File: src/rtl/bdhc_pkg.sv
`timescale 1ns / 1ps
// Shared types and codes for the button debounce and hold classifier.
// No dependencies; every other file of the block imports this package.
package bdhc_pkg;

  // Field widths fixed by the item formats
  localparam int NOW_W    = 32;
  localparam int DEB_W    = 16;
  localparam int HOLD_W   = 32;
  localparam int EVENT_W  = 2;
  localparam int CFG_IDX_W = 2;
  localparam int CFG_DATA_W = 32;

  // Event codes
  localparam logic [EVENT_W-1:0] EV_NONE    = 2'd0;
  localparam logic [EVENT_W-1:0] EV_SHORT   = 2'd1;
  localparam logic [EVENT_W-1:0] EV_PAIRING = 2'd2;
  localparam logic [EVENT_W-1:0] EV_RESET   = 2'd3;

  // Configuration register indexes
  localparam logic [CFG_IDX_W-1:0] CFG_DEBOUNCE = 2'd0;
  localparam logic [CFG_IDX_W-1:0] CFG_PAIRING  = 2'd1;
  localparam logic [CFG_IDX_W-1:0] CFG_RESET    = 2'd2;

  // Reset values of the configuration registers
  localparam logic [DEB_W-1:0]  DEBOUNCE_RST = 16'd50;
  localparam logic [HOLD_W-1:0] PAIRING_RST  = 32'd3000;
  localparam logic [HOLD_W-1:0] RESET_RST    = 32'd10000;

  typedef struct packed {
    logic [DEB_W-1:0]  debounce_time;
    logic [HOLD_W-1:0] pairing_hold_time;
    logic [HOLD_W-1:0] reset_hold_time;
  } cfg_t;

  typedef struct packed {
    logic [EVENT_W-1:0] event_res;
    logic               is_down;
  } result_t;

endpackage

File: src/rtl/bdhc_in_if.sv
`timescale 1ns / 1ps
// Input channel of the classifier: one pin poll per item.
// Depends on bdhc_pkg for field widths.
interface bdhc_in_if;
  import bdhc_pkg::*;

  logic             valid;
  logic             ready;
  logic             pin_level;
  logic [NOW_W-1:0] now_ms;

  modport source (output valid, output pin_level, output now_ms, input ready);
  modport sink   (input valid, input pin_level, input now_ms, output ready);
endinterface

File: src/rtl/bdhc_out_if.sv
`timescale 1ns / 1ps
// Result channel of the classifier: one event and debounced state per item.
// Depends on bdhc_pkg for field widths.
interface bdhc_out_if;
  import bdhc_pkg::*;

  logic               valid;
  logic               ready;
  logic [EVENT_W-1:0] event_res;
  logic               is_down;

  modport source (output valid, output event_res, output is_down, input ready);
  modport sink   (input valid, input event_res, input is_down, output ready);
endinterface

File: src/rtl/bdhc_cfg.sv
`timescale 1ns / 1ps
// Configuration registers of the classifier: debounce and hold thresholds.
// Depends on bdhc_pkg for the register indexes and the cfg_t bundle.
module bdhc_cfg (
  input  logic                                  clk,
  input  logic                                  rst_n,
  input  logic                                  cfg_we,
  input  logic [bdhc_pkg::CFG_IDX_W-1:0]        cfg_index,
  input  logic [bdhc_pkg::CFG_DATA_W-1:0]       cfg_wdata,
  output bdhc_pkg::cfg_t                        cfg
);
  import bdhc_pkg::*;

  cfg_t cfg_r;

  // Write the addressed register; drop writes to unknown indexes
  always_ff @(posedge clk) begin
    if (!rst_n) begin
      cfg_r.debounce_time     <= DEBOUNCE_RST;
      cfg_r.pairing_hold_time <= PAIRING_RST;
      cfg_r.reset_hold_time   <= RESET_RST;
    end else if (cfg_we) begin
      unique case (cfg_index)
        CFG_DEBOUNCE: cfg_r.debounce_time     <= cfg_wdata[DEB_W-1:0];
        CFG_PAIRING:  cfg_r.pairing_hold_time <= cfg_wdata[HOLD_W-1:0];
        CFG_RESET:    cfg_r.reset_hold_time   <= cfg_wdata[HOLD_W-1:0];
        default: ;
      endcase
    end
  end

  assign cfg = cfg_r;

endmodule

File: src/rtl/bdhc_core.sv
`timescale 1ns / 1ps
// Input register, debounce/hold state and classification logic.
// Depends on bdhc_pkg; feeds one result per item to the output stage.
module bdhc_core #(
  parameter int TIME_BITS = 32
) (
  input  logic                      clk,
  input  logic                      rst_n,
  input  bdhc_pkg::cfg_t            cfg,
  // input side
  input  logic                      in_valid,
  output logic                      in_ready,
  input  logic                      in_pin_level,
  input  logic [bdhc_pkg::NOW_W-1:0] in_now_ms,
  // result side
  output logic                      res_valid,
  input  logic                      res_ready,
  output bdhc_pkg::result_t         res
);
  import bdhc_pkg::*;

  // Compare width: wide enough for both the time differences and the thresholds
  localparam int CW = (TIME_BITS > HOLD_W) ? TIME_BITS : HOLD_W;
  localparam int NW = (TIME_BITS > NOW_W) ? TIME_BITS : NOW_W;

  logic                 s1_valid_r;
  logic                 s1_pin_r;
  logic [TIME_BITS-1:0] s1_now_r;
  logic [NW-1:0]        now_ext;
  logic                 advance;

  logic                 stable_r, stable_nxt;
  logic                 last_raw_r, last_raw_nxt;
  logic [TIME_BITS-1:0] raw_change_r, raw_change_nxt;
  logic [TIME_BITS-1:0] press_start_r, press_start_nxt;
  logic                 rst_done_r, rst_done_nxt;
  logic                 pair_done_r, pair_done_nxt;

  logic                 raw;
  logic [TIME_BITS-1:0] since_change;
  logic [TIME_BITS-1:0] held;
  logic                 settled;
  logic                 reset_hit;
  logic                 pair_hit;
  logic [EVENT_W-1:0]   ev;

  assign advance   = s1_valid_r && res_ready;
  assign in_ready  = !s1_valid_r || res_ready;
  assign res_valid = s1_valid_r;
  assign now_ext   = NW'(in_now_ms);

  // Hold the polled item in the input register
  always_ff @(posedge clk) begin
    if (!rst_n) begin
      s1_valid_r <= 1'b0;
    end else if (in_ready) begin
      s1_valid_r <= in_valid;
    end
  end

  always_ff @(posedge clk) begin
    if (in_ready && in_valid) begin
      s1_pin_r <= in_pin_level;
      s1_now_r <= now_ext[TIME_BITS-1:0];
    end
  end

  // Wrapped time differences and threshold compares
  assign raw          = ~s1_pin_r;
  assign since_change = s1_now_r - raw_change_r;
  assign held         = s1_now_r - press_start_r;
  assign settled      = CW'(since_change) >= CW'(cfg.debounce_time);
  assign reset_hit    = CW'(held) >= CW'(cfg.reset_hold_time);
  assign pair_hit     = CW'(held) >= CW'(cfg.pairing_hold_time);

  // Classify the poll and work out the next state
  always_comb begin
    stable_nxt      = stable_r;
    last_raw_nxt    = last_raw_r;
    raw_change_nxt  = raw_change_r;
    press_start_nxt = press_start_r;
    rst_done_nxt    = rst_done_r;
    pair_done_nxt   = pair_done_r;
    ev              = EV_NONE;
    if (raw != last_raw_r) begin
      last_raw_nxt   = raw;
      raw_change_nxt = s1_now_r;
    end else if (settled) begin
      if (raw == stable_r) begin
        if (stable_r) begin
          if (!rst_done_r && reset_hit) begin
            rst_done_nxt = 1'b1;
            ev           = EV_RESET;
          end else if (!pair_done_r && pair_hit) begin
            pair_done_nxt = 1'b1;
            ev            = EV_PAIRING;
          end
        end
      end else begin
        stable_nxt = raw;
        if (raw) begin
          press_start_nxt = s1_now_r;
          rst_done_nxt    = 1'b0;
          pair_done_nxt   = 1'b0;
        end else if (!pair_done_r && !rst_done_r && !pair_hit) begin
          ev = EV_SHORT;
        end
      end
    end
  end

  // Advance the state as the item moves on to the result register
  always_ff @(posedge clk) begin
    if (!rst_n) begin
      stable_r      <= 1'b0;
      last_raw_r    <= 1'b0;
      raw_change_r  <= '0;
      press_start_r <= '0;
      rst_done_r    <= 1'b0;
      pair_done_r   <= 1'b0;
    end else if (advance) begin
      stable_r      <= stable_nxt;
      last_raw_r    <= last_raw_nxt;
      raw_change_r  <= raw_change_nxt;
      press_start_r <= press_start_nxt;
      rst_done_r    <= rst_done_nxt;
      pair_done_r   <= pair_done_nxt;
    end
  end

  assign res.event_res = ev;
  assign res.is_down   = stable_nxt;

endmodule

File: src/rtl/bdhc_out_reg.sv
`timescale 1ns / 1ps
// Result register of the classifier: holds one item until the receiver takes it.
// Depends on bdhc_pkg for result_t and bdhc_out_if for the channel.
module bdhc_out_reg (
  input  logic               clk,
  input  logic               rst_n,
  input  logic               res_valid,
  output logic               res_ready,
  input  bdhc_pkg::result_t  res,
  bdhc_out_if.source         out_ch
);
  import bdhc_pkg::*;

  logic    valid_r;
  result_t data_r;

  // Take a new item when empty or when the held one leaves this cycle
  assign res_ready = !valid_r || out_ch.ready;

  always_ff @(posedge clk) begin
    if (!rst_n) begin
      valid_r <= 1'b0;
    end else if (res_ready) begin
      valid_r <= res_valid;
    end
  end

  always_ff @(posedge clk) begin
    if (res_ready && res_valid) begin
      data_r <= res;
    end
  end

  assign out_ch.valid     = valid_r;
  assign out_ch.event_res = data_r.event_res;
  assign out_ch.is_down   = data_r.is_down;

endmodule

File: src/rtl/button_debounce_hold_classifier.sv
`timescale 1ns / 1ps
// Button debounce and hold classifier, top level.
// Each input item is one poll: the raw active-low pin level and the current
// millisecond time. Each poll gives exactly one result item: an event code
// (none, short press, pairing hold, reset hold) and the debounced state.
// Channels: in_ch (valid/ready, pin_level, now_ms) and out_ch (valid/ready,
// event_res, is_down); an item moves when valid and ready are both high.
// cfg_we/cfg_index/cfg_wdata write the debounce, pairing and reset thresholds;
// write them only while no item is in flight.
// An accepted poll moves through the input register, then the result register,
// before its result is offered on out_ch.
// Throughput: one item per cycle while out_ch.ready stays high, set by the
// single pass of compares between the input register and the result register.
// Reset (rst_n low, synchronous) empties both registers, clears the debounce
// state and loads the thresholds 50, 3000 and 10000 ms.
// When the receiver stalls, the result register holds its item and the input
// register can still take one more poll before in_ch.ready drops.
// TIME_BITS sets the width of the stored times and of the wrapped differences.
// Depends on bdhc_pkg, bdhc_in_if, bdhc_out_if, bdhc_cfg, bdhc_core, bdhc_out_reg.
module button_debounce_hold_classifier #(
  parameter int TIME_BITS = 32
) (
  input  logic                               clk,
  input  logic                               rst_n,
  bdhc_in_if.sink                            in_ch,
  bdhc_out_if.source                         out_ch,
  input  logic                               cfg_we,
  input  logic [bdhc_pkg::CFG_IDX_W-1:0]     cfg_index,
  input  logic [bdhc_pkg::CFG_DATA_W-1:0]    cfg_wdata
);
  import bdhc_pkg::*;

  cfg_t    cfg;
  logic    res_valid;
  logic    res_ready;
  result_t res;

  bdhc_cfg u_cfg (
    .clk       (clk),
    .rst_n     (rst_n),
    .cfg_we    (cfg_we),
    .cfg_index (cfg_index),
    .cfg_wdata (cfg_wdata),
    .cfg       (cfg)
  );

  bdhc_core #(
    .TIME_BITS (TIME_BITS)
  ) u_core (
    .clk          (clk),
    .rst_n        (rst_n),
    .cfg          (cfg),
    .in_valid     (in_ch.valid),
    .in_ready     (in_ch.ready),
    .in_pin_level (in_ch.pin_level),
    .in_now_ms    (in_ch.now_ms),
    .res_valid    (res_valid),
    .res_ready    (res_ready),
    .res          (res)
  );

  bdhc_out_reg u_out_reg (
    .clk       (clk),
    .rst_n     (rst_n),
    .res_valid (res_valid),
    .res_ready (res_ready),
    .res       (res),
    .out_ch    (out_ch)
  );

endmodule
File: src/flat_wrapper.sv
// flat-port wrapper written by rule: the top's interface ports become plain ports
module button_debounce_hold_classifier_flat import bdhc_pkg::*;
#(
  parameter int TIME_BITS = 32
)
  (clk, rst_n, cfg_we, cfg_index, cfg_wdata, in_ch_valid, in_ch_pin_level, in_ch_now_ms, in_ch_ready, out_ch_valid, out_ch_event_res, out_ch_is_down, out_ch_ready);
  bdhc_in_if in_ch_i ();
  bdhc_out_if out_ch_i ();
  input  logic clk;
  input  logic rst_n;
  input  logic cfg_we;
  input  logic [bdhc_pkg::CFG_IDX_W-1:0] cfg_index;
  input  logic [bdhc_pkg::CFG_DATA_W-1:0] cfg_wdata;
  input wire logic [$bits(in_ch_i.valid)-1:0] in_ch_valid;
  input wire logic [$bits(in_ch_i.pin_level)-1:0] in_ch_pin_level;
  input wire logic [$bits(in_ch_i.now_ms)-1:0] in_ch_now_ms;
  output wire logic [$bits(in_ch_i.ready)-1:0] in_ch_ready;
  output wire logic [$bits(out_ch_i.valid)-1:0] out_ch_valid;
  output wire logic [$bits(out_ch_i.event_res)-1:0] out_ch_event_res;
  output wire logic [$bits(out_ch_i.is_down)-1:0] out_ch_is_down;
  input wire logic [$bits(out_ch_i.ready)-1:0] out_ch_ready;
  assign in_ch_i.valid = in_ch_valid;
  assign in_ch_i.pin_level = in_ch_pin_level;
  assign in_ch_i.now_ms = in_ch_now_ms;
  assign in_ch_ready = in_ch_i.ready;
  assign out_ch_valid = out_ch_i.valid;
  assign out_ch_event_res = out_ch_i.event_res;
  assign out_ch_is_down = out_ch_i.is_down;
  assign out_ch_i.ready = out_ch_ready;
  button_debounce_hold_classifier #(.TIME_BITS(TIME_BITS)) u_core (.clk(clk), .rst_n(rst_n), .in_ch(in_ch_i), .out_ch(out_ch_i), .cfg_we(cfg_we), .cfg_index(cfg_index), .cfg_wdata(cfg_wdata));
endmodule
File: config.mk
export PLATFORM = sky130hd
export DESIGN_NAME = button_debounce_hold_classifier_flat
export DESIGN_NICKNAME = d
export VERILOG_FILES = /design/src/rtl/bdhc_pkg.sv /design/src/rtl/bdhc_in_if.sv /design/src/rtl/bdhc_out_if.sv /design/src/rtl/bdhc_cfg.sv /design/src/rtl/bdhc_core.sv /design/src/rtl/bdhc_out_reg.sv /design/src/rtl/button_debounce_hold_classifier.sv /design/src/flat_wrapper.sv
export SDC_FILE = /design/constraint.sdc
export NUM_CORES = 1
export LEC_CHECK = 0
export ABC_AREA = 1
export BUFFER_PORTS_ARGS = -buffer_cell sky130_fd_sc_hd__buf_2
export CAP_MARGIN = 10
export CORE_ASPECT_RATIO = 0.6
export CORE_UTILIZATION = 62
export DETAILED_ROUTE_END_ITERATION = 12
export PLACE_DENSITY = 0.93
export SLEW_MARGIN = 0
export SYNTH_ARGS = -nofsm -noshare
export SYNTH_HDL_FRONTEND = slang
export SYNTH_SLANG_ARGS = --single-unit
export TNS_END_PERCENT = 1
File: constraint.sdc
create_clock -name clk -period 4.7 [get_ports clk]
set_input_delay 0.94 -clock clk [delete_from_list [all_inputs] [get_ports clk]]
set_output_delay 0.94 -clock clk [all_outputs]
set_load 0.01 [all_outputs]
==> key figures, run 1 <==
Run status
  • Outcome: complete, no violations

Floorplanning
  • Die Width: 187 µm
  • Starting Density: 63.3%
  • Core area: roughly 20,000 µm²
  • Cell Rows: 40
  • DIE AREA: 21,000 µm²
  • Ports: 77
  • Die height: ~110 µm

Critical path
  • CP endpoint kind: flip-flop
  • Worst Path Required: around 5 ns
  • Worst R2R Setup Slack: 0.27 ns
  • Worst-path fanout max: 4
  • RR Startpoint: u_core.u_core.s1_now_r[2]
  • Worst setup SP type: flip-flop
  • Crit Path Class: flip-flop to flip-flop
  • Crit path from: u_core.u_core.s1_now_r[2]
  • WP data arrival: 4.74 ns

Clock tree
  • # clock sinks: 186
  • Cts hold-fix bufs: 0
  • H-tree depth: 4
  • Deepest clock path buffer count: 2
  • Post-CTS Setup Inserts: 0
  • CTS tree: built
  • Clock tree root buffer cell: clkbuf_16
  • Worst-Skew Late Latency: about 0.46 ns
  • Register clock-pin slew on the reported worst setup and hold paths: roughly 0.070 ns
  • Clock buffer count from CTS: 17

Flow run
  • Max_cap viols: 0

Layout
  • Layout cells sized above 1: roughly 7%
  • Area of the multi-input gates: slightly above 7000 µm²
  • Most frequent cells in the layout: 450 x nand2_1, 330 x inv_1, 219 x nor2_1
  • Area grow syn2layout: 9.64%
  • Final Util: 69.4%
  • Most common cell after layout, fill and taps aside: nand2_1
  • NumNets Final: 2,151
  • Fillers: 1,670
  • Fin area: 13,900 µm²
  • Ant diodes: 0
  • FF+latch area: 4080 µm²

Logic synthesis
  • FF+latch count, synth: 186
  • Synth Net Count: around 2,100
  • Sequential fraction of the synthesis area: 32.2%
  • Avg Cell Area, Syn: 6.78 µm²
  • Count of cell types in the netlist: 38
  • Synth Cell Area: 12,700 µm²
  • Ys Warns: 0
  • Mapped Cells: 1,869

Power and ir drop
  • Flop pwr share: between 40% and 50%
  • Total power: 4.31 mW
  • Comb power frac: 25.7%
  • Clock share of power: 33.8%
  • Power Internal: 2.89 mW
  • P_sw: 1.43 mW
  • Pwr/cell area: 311 nW/µm²
  • Peak supply drop: ~0.27 mV
  • Static Leak: about 7 nW
  • Sw Ratio: about 33%

Timing
  • Worst slew margin: 49.4%
  • Fin crit share: 94.3%
  • FMAX: 226 MHz
  • Final TNS setup: 0 ns
  • Final worst slack: between 0.2 and 0.3 ns
  • Worst-Margin Slew: around 0.75 ns
  • Slew Viols, Final: 0
  • Final setup violation count: 0
  • Min Tclk post-route: 4.43 ns
  • RSZ-0062 raised after global routing: true
  • Hold Fails Final Rpt: 0
  • Clock Skew: 0.0129 ns

Placed design
  • Dpl hpwl: 26.2 mm
  • Pre-CTS setup slack: 0.143 ns
  • Placed inst area: 13,300 µm²
  • Routability cong.: 1.00
  • # port buffers: 76

Route
  • Total iterations of the first detailed-routing run: 8
  • Via count: 12,182
  • Post-route ant nets: 0
  • Post-DR wirelength/cell: 15.5 µm
  • Routed wire length: 34.4 mm
  • DRT iter0 DRCs: 1,146
  • Routed vias/inst: 5.49
  • DRC violation count after routing: 0

GRT
  • Initial antenna violation count: 0
  • All-layer global routing usage: between 30% and 40%
  • Largest net degree at the start of global routing: 63
  • Global route total overflow: 0
  • Vias in the first global route: 11,284
  • First-pass GRT wire length: 55.2 mm

Worst hold path
  • Worst Hold Class: flip-flop to flip-flop
  • HP Start: u_core.u_cfg.cfg[19]
area by class of cell:
| type | count | share of cell area (%) |
|---|---|---|
| Inverter | 343 | 9.27 |
| Timing Repair Buffer | 85 | 3.23 |
| Sequential cell | 186 | 29.4 |
| Clock buffer | 19 | 3.12 |
| Multi-Input combinational cell | 1299 | 51.5 |
| Clock inverter | 13 | 1.00 |
| Tap cell | 273 | 2.46 |
logic make-up (layout without fill, tap and decap cells):
logic type                 after synthesis  in the layout  synth area share (%)
and+or+nand+nor                        781            782                  24.7
adders and majority gates              147            147                  14.6
buffers and inverters                  385            460                  11.6
AOI/OAI and AO/OA                      324            324                  13.6
xor gates and xnor gates                46             46                  3.18
DFF                                    186            186                  32.2
routing by layer:
metal / track usage [%] / vias up / wire (µm)
met5: 0 / - / 0
met4: 10.2 / 0 / 652
met3: 6.89 / 57 / 3430
met2: 51.9 / 552 / 14800
met1: 45.9 / 5513 / 15500
li1: - / 6060 / -
state kept, by name (all words and copies together) (netlist names):
name                               cells
u_core.u_out_reg.out_ch.event_res      2
u_core.u_core.rst_done_r               1
u_core.u_core.s1_pin_r                 1
u_core.u_core.raw_change_r            32
u_core.u_core.pair_done_r              1
u_core.u_core.res_valid                1
u_core.u_out_reg.out_ch.valid          1
u_core.u_core.s1_now_r                32
u_core.u_cfg.cfg                      80
u_core.u_core.stable_r                 1
u_core.u_out_reg.out_ch.is_down        1
u_core.u_core.press_start_r           32
u_core.u_core.last_raw_r               1
stage by stage:
step | std cells | hold WS, ns
final | 2218 | 0.466
after floorplan | 1869 | 0.435
after global placement | 2185 | 0.447
after detailed placement | 2185 | 0.452
after CTS | 2217 | 0.465
after global routing | 2218 | 0.480
cells in the mapped netlist:
master    number  area, µm²
nand2_1      450       1690
inv_1        330       1240
nor2_1       220        826
a21oi_1      191        956
dfxtp_1      150       3000
ha_1         145       1810
o21ai_0       92        460
nand3_1       56        280
edfxtp_1      36       1080
xor2_1        36        315
clkbuf_1      32        120
nor3_1        21        105
o211ai_1      18        135
nand4_1       15       93.8
inv_2         10       37.5
xnor2_1       10       87.6
a31oi_1        7       43.8
nor2_2         6       37.5
buf_4          5       37.5
a211oi_1       3       22.5
a21boi_0       3       22.5
a21o_1         3       22.5
and2_1         3       18.8
buf_1          3       11.3
clkinv_1       3       11.3
o21a_1         3       22.5
and3_1         2       12.5
fa_1           2       40.0
nand3b_1       2       15.0
nor4_1         2       12.5
o21bai_1       2       15.0
o31a_1         2       17.5
buf_2          1       5.00
buf_6          1       11.3
nand2_4        1       11.3
nand3_4        1       17.5
nor4b_1        1       8.76
or2_1          1       6.26
power by group through the flow:
stage	Sequential, mW	Clock (mW)	Combinational [mW]
2_1_floorplan	1.76	0	0.779
3_3_place_gp	1.78	0	1.01
3_5_place_dp	1.78	0	1.06
4_1_cts	1.74	1.46	1.08
5_1_grt	1.75	1.53	1.25
6_report	1.74	1.46	1.11
worst paths after layout:
path,depth (start not counted),end
worst max-delay path,22,u_core.u_out_reg.out_ch.event_res[0]
worst min-delay path,2,u_core.u_cfg.cfg[19]
worst max register to register,22,u_core.u_out_reg.out_ch.event_res[0]
worst min register to register,2,u_core.u_cfg.cfg[19]
timing repair:
action                                  4_1_cts  5_1_grt
hold endpoints to repair                      0        0
gates resized for setup                       0        7
endpoints found under the setup margin        0       21
worst max-delay path: stages (launching register included):
cell and delay [ns]:
edfxtp_1 0.45, ha_1 0.39, a21oi_1 0.16, nand2_1 0.10
a21oi_1 0.26, o21ai_0 0.26, a21oi_1 0.30, inv_1 0.13
nand2_1 0.07, nand2_1 0.07, a21oi_1 0.25, o21ai_0 0.15
xor2_1 0.25, ha_1 0.29, a21oi_1 0.17, nor2_1 0.06
a211oi_1 0.18, a21oi_1 0.09, nor2_1 0.10, nand3_1 0.13
nor3_1 0.18, nand3_1 0.11, a21oi_1 0.13
No activity file was read; power rests on OpenSTA's default activity.
==> run 2, diff against run 1 <==
ABC_AREA = default   (was 1)
ABC_CLOCK_PERIOD_IN_PS = 4700   (was default)
==> run 2 against run 1 <==
- clock power grew 7%
- combinational power shrank 8%
- die area shrank 5.2%
- worst setup slack lost 0.87 ns
- synthesized cell count shrank 23%
- critical path type unchanged
- largest power group unchanged
- area after synthesis shrank 5.3%
- via count shrank 7.7%
- the flow now finishes with violations (negative setup slack)
- sequential power is essentially flat
- final cell count shrank 17%
- hold slack is essentially flat
==> key figures, run 2 <==
Critical path
  • Slowest cell on the critical path: edfxtp_1
  • Worst setup SP type: flip-flop
  • Worst-path fanout max: 3 (-1)
  • Worst Path Required: 4.91 ns (-0.10 ns)
  • Slowest stage delay, CP: 0.41 ns (-0.04 ns)
  • CP Buf/Inv Count: 2 (+1)
  • Crit Path Class: flip-flop to flip-flop
  • WP data arrival: 5.51 ns (+0.77 ns)
  • CP endpoint kind: flip-flop
  • Top delay family on crit path: compound AO/OA/AOI/OAI gates

GRT
  • Vias in the first global route: 10,303 (-8.7%)
  • First-pass GRT wire length: 53.1 mm (-3.8%)
  • Initial antenna violation count: 0 (unchanged)
  • Largest net degree at the start of global routing: 90 (+43%)
  • Global route total overflow: 0 (unchanged)
  • All-layer global routing usage: 34.5% (+1.5 points)

Route
  • Met3 WL: 4.02 mm (+17%)
  • Post-route met1 wirelength: 15.4 mm (-0.68%)
  • Routed wire length: 35.1 mm (+2.1%)
  • Via count: 11,240 (-7.7%)
  • Post-route ant nets: 0 (unchanged)
  • DR top layer: met4
  • Total iterations of the first detailed-routing run: 6 (-2)
  • Routed vias/inst: 6.10 (+11%)
  • Met2 routed WL: 14.8 mm (+0.18%)
  • Post-DR wirelength/cell: 19.1 µm (+23%)
  • DRT iter0 DRCs: 1,250 (+9.1%)
  • DRC violation count after routing: 0 (unchanged)

Power and ir drop
  • Total power: 4.31 mW (about the same)
  • Power Internal: 3.02 mW (+4.7%)
  • Clock share of power: 36.1% (+2.3 points)
  • Static Leak: 5.63 nW (-19%)
  • Flop pwr share: 40.3% (about the same)
  • Pwr/cell area: 307 nW/µm² (-1.3%)
  • P_sw: 1.29 mW (-9.4%)
  • Comb power frac: 23.6% (-2.1 points)
  • Peak supply drop: 0.303 mV (+14%)
  • Sw Ratio: 30.0% (-3.1 points)

Timing
  • Hold Fails Final Rpt: 0 (unchanged)
  • Slew Viols, Final: 0 (unchanged)
  • FMAX: 189 MHz (-16%)
  • Final worst slack: -0.597 ns (-0.865 ns)
  • Min Tclk post-route: 5.30 ns (+0.865 ns)
  • Worst-Margin Slew: 1.18 ns (+0.426 ns)
  • RSZ-0062 raised after global routing: true
  • Worst slew margin: 21.1% (-28 points)
  • Fin Hold WS: 0.466 ns (+0.000129 ns)
  • Fin crit share: 113% (+18 points)
  • Final setup violation count: 38 (+38)
  • Clock Skew: 0.0129 ns (+0.0000134 ns)

Layout
  • Fillers: 1,190 (-29%)
  • Number of flip-flops in the largest register: 80 (unchanged)
  • Most frequent cells in the layout: 309 x nand2_1, 156 x inv_1, 150 x dfxtp_1
  • NumNets Final: 1,808 (-16%)
  • Ant diodes: 0 (unchanged)
  • Layout cells sized above 1: 15.6% (+8.5 points)
  • Most common cell after layout, fill and taps aside: nand2_1
  • Final Util: 76.1% (+6.7 points)
  • Fin area: 14,100 µm² (+1.4%)
  • Area grow syn2layout: 17.4%

Logic synthesis
  • Mapped Cells: 1,448 (-23%)
  • Synth top cells by count: 309 x nand2_1, 158 x inv_1, 150 x dfxtp_1
  • Ys Warns: 0 (unchanged)
  • FF+latch count, synth: 186 (unchanged)
  • Dominant cell by count in the synthesized netlist: nand2_1
  • Top post-synthesis cells by area: dfxtp_1 25%, ha_1 15%, nand2_1 9.7%
  • Avg Cell Area, Syn: 8.28 µm² (+22%)
  • Ys async rst share: 0% (unchanged)
  • Post-synth top area cell: dfxtp_1
  • Synth Net Count: 1,667 (-20%)
  • Count of cell types in the netlist: 67 (+76%)
  • Area share of the largest cell type after synthesis: 25.0% (+1.3 points)
  • Number of synthesized flops with an enable pin: 36 (unchanged)
  • Sequential fraction of the synthesis area: 34.0% (+1.8 points)
  • Synth Cell Area: 12,000 µm² (-5.3%)
  • Ys flop type: dfxtp_1

Placed design
  • Routability cong.: 0.964 (-3.7%)
  • Placed inst area: 13,100 µm² (-1.1%)
  • Dpl hpwl: 24.5 mm (-6.3%)
  • Pre-CTS setup slack: -0.472 ns (-0.616 ns)
  • # port buffers: 76 (unchanged)

Clock tree
  • # clock sinks: 186 (unchanged)
  • Clock buffer count from CTS: 17 (unchanged)
  • Register clock-pin slew on the reported worst setup and hold paths: 0.08 ns (about the same)
  • CTS tree: built
  • Worst-Skew Late Latency: 0.46 ns (about the same)
  • Cts hold-fix bufs: 0 (unchanged)
  • Clock tree root buffer cell: clkbuf_16
  • H-tree depth: 4 (unchanged)
  • Deepest clock path buffer count: 2 (unchanged)

Worst hold path
  • Worst Hold Class: flip-flop to flip-flop

Floorplanning
  • Ports: 77 (unchanged)
  • Die height: 110 µm (-2.6%)
  • DIE AREA: 19,900 µm² (-5.2%)
  • Core area: 18,500 µm² (-7.6%)
  • Starting Density: 64.8% (+1.6 points)
  • Cell Rows: 38 (-5.0%)
  • Die Width: 182 µm (-2.7%)

Run status
  • Violated checks: negative setup slack
  • Outcome: complete, but fails checks

Flow run
  • Max_cap viols: 0 (unchanged)
## run 2: cell count changes in the layout (fill, tap and decap cells not counted), moves of 33 or more
cell,change
nor2_1,-179
inv_1,-174
nand2_1,-141
a21oi_1,-123
a21boi_0,+97
buf_4,+83
o21ai_0,-62
a21o_1,+40
nand3_1,-40
mux2i_1,+33
## run 2: metrics by stage
stage	cells	setup TNS [ns]
floorplan	1448	-0.420
global placement	1798	-8.71
detailed placement	1798	-14.61
CTS	1836	-1.72
global route	1842	-15.61
finish	1842	-6.08
## run 2: cell type report
type	count	area (µm²)	share of cell area, %
clock inverters	15	196	1.40
flip-flops and latches	186	4080	29.0
well taps	240	300	2.13
multi-input cells	1056	7380	52.4
inverters	159	597	4.24
repair buffers	169	1100	7.80
clock buffers	17	425	3.02
## run 2: kinds of logic (layout without fill, tap and decap cells)
kind of cell,Yosys count,after routing,share of synthesized area [%]
fa+ha+maj,147,147,15.5
buf+inv,207,360,6.67
simple gates,462,463,16.7
mux,33,33,2.75
flops,186,186,34.0
compound gates,358,358,20.3
xor+xnor,55,55,4.02
## run 2: tightest hold or removal path, cell delays in order, from the launching register on
cell and delay, ns:
dfxtp_1 0.32, nand2_1 0.05, mux2i_1 0.05
## run 2: path summary, 6_finish.rpt
kind,startpoint,end,slack [ns],cells past startpoint
min,u_core.u_core.press_start_r[28],u_core.u_core.press_start_r[28],0.47,2
max,u_core.u_core.s1_now_r[0],u_core.u_out_reg.out_ch.event_res[1],-0.60,28
min reg2reg,u_core.u_core.press_start_r[28],u_core.u_core.press_start_r[28],0.47,2
max reg2reg,u_core.u_core.s1_now_r[0],u_core.u_out_reg.out_ch.event_res[1],-0.60,28
## run 2: repair_timing
action / in CTS / in global routing
endpoints found under the setup margin: 38 / 38
cloned: 1 / 0
pin swaps: 21 / 35
buffers inserted: 5 / 6
resized for setup: 29 / 31
## run 2: per-layer routing
metal / vias to the layer above / global-route usage (%)
met3: 98 / 9.61
met4: 0 / 9.56
li1: 5222 / -
met2: 658 / 52.4
met5: - / 0
met1: 5262 / 48.0
## run 2: power by group through the flow
stage                     clock, mW  combinational (mW)  sequential (mW)
after detailed placement          0               0.918             1.77
after global routing           1.63                1.11             1.74
after CTS                      1.56               0.948             1.73
after global placement            0               0.880             1.77
after floorplan                   0               0.618             1.75
final                          1.56                1.02             1.74
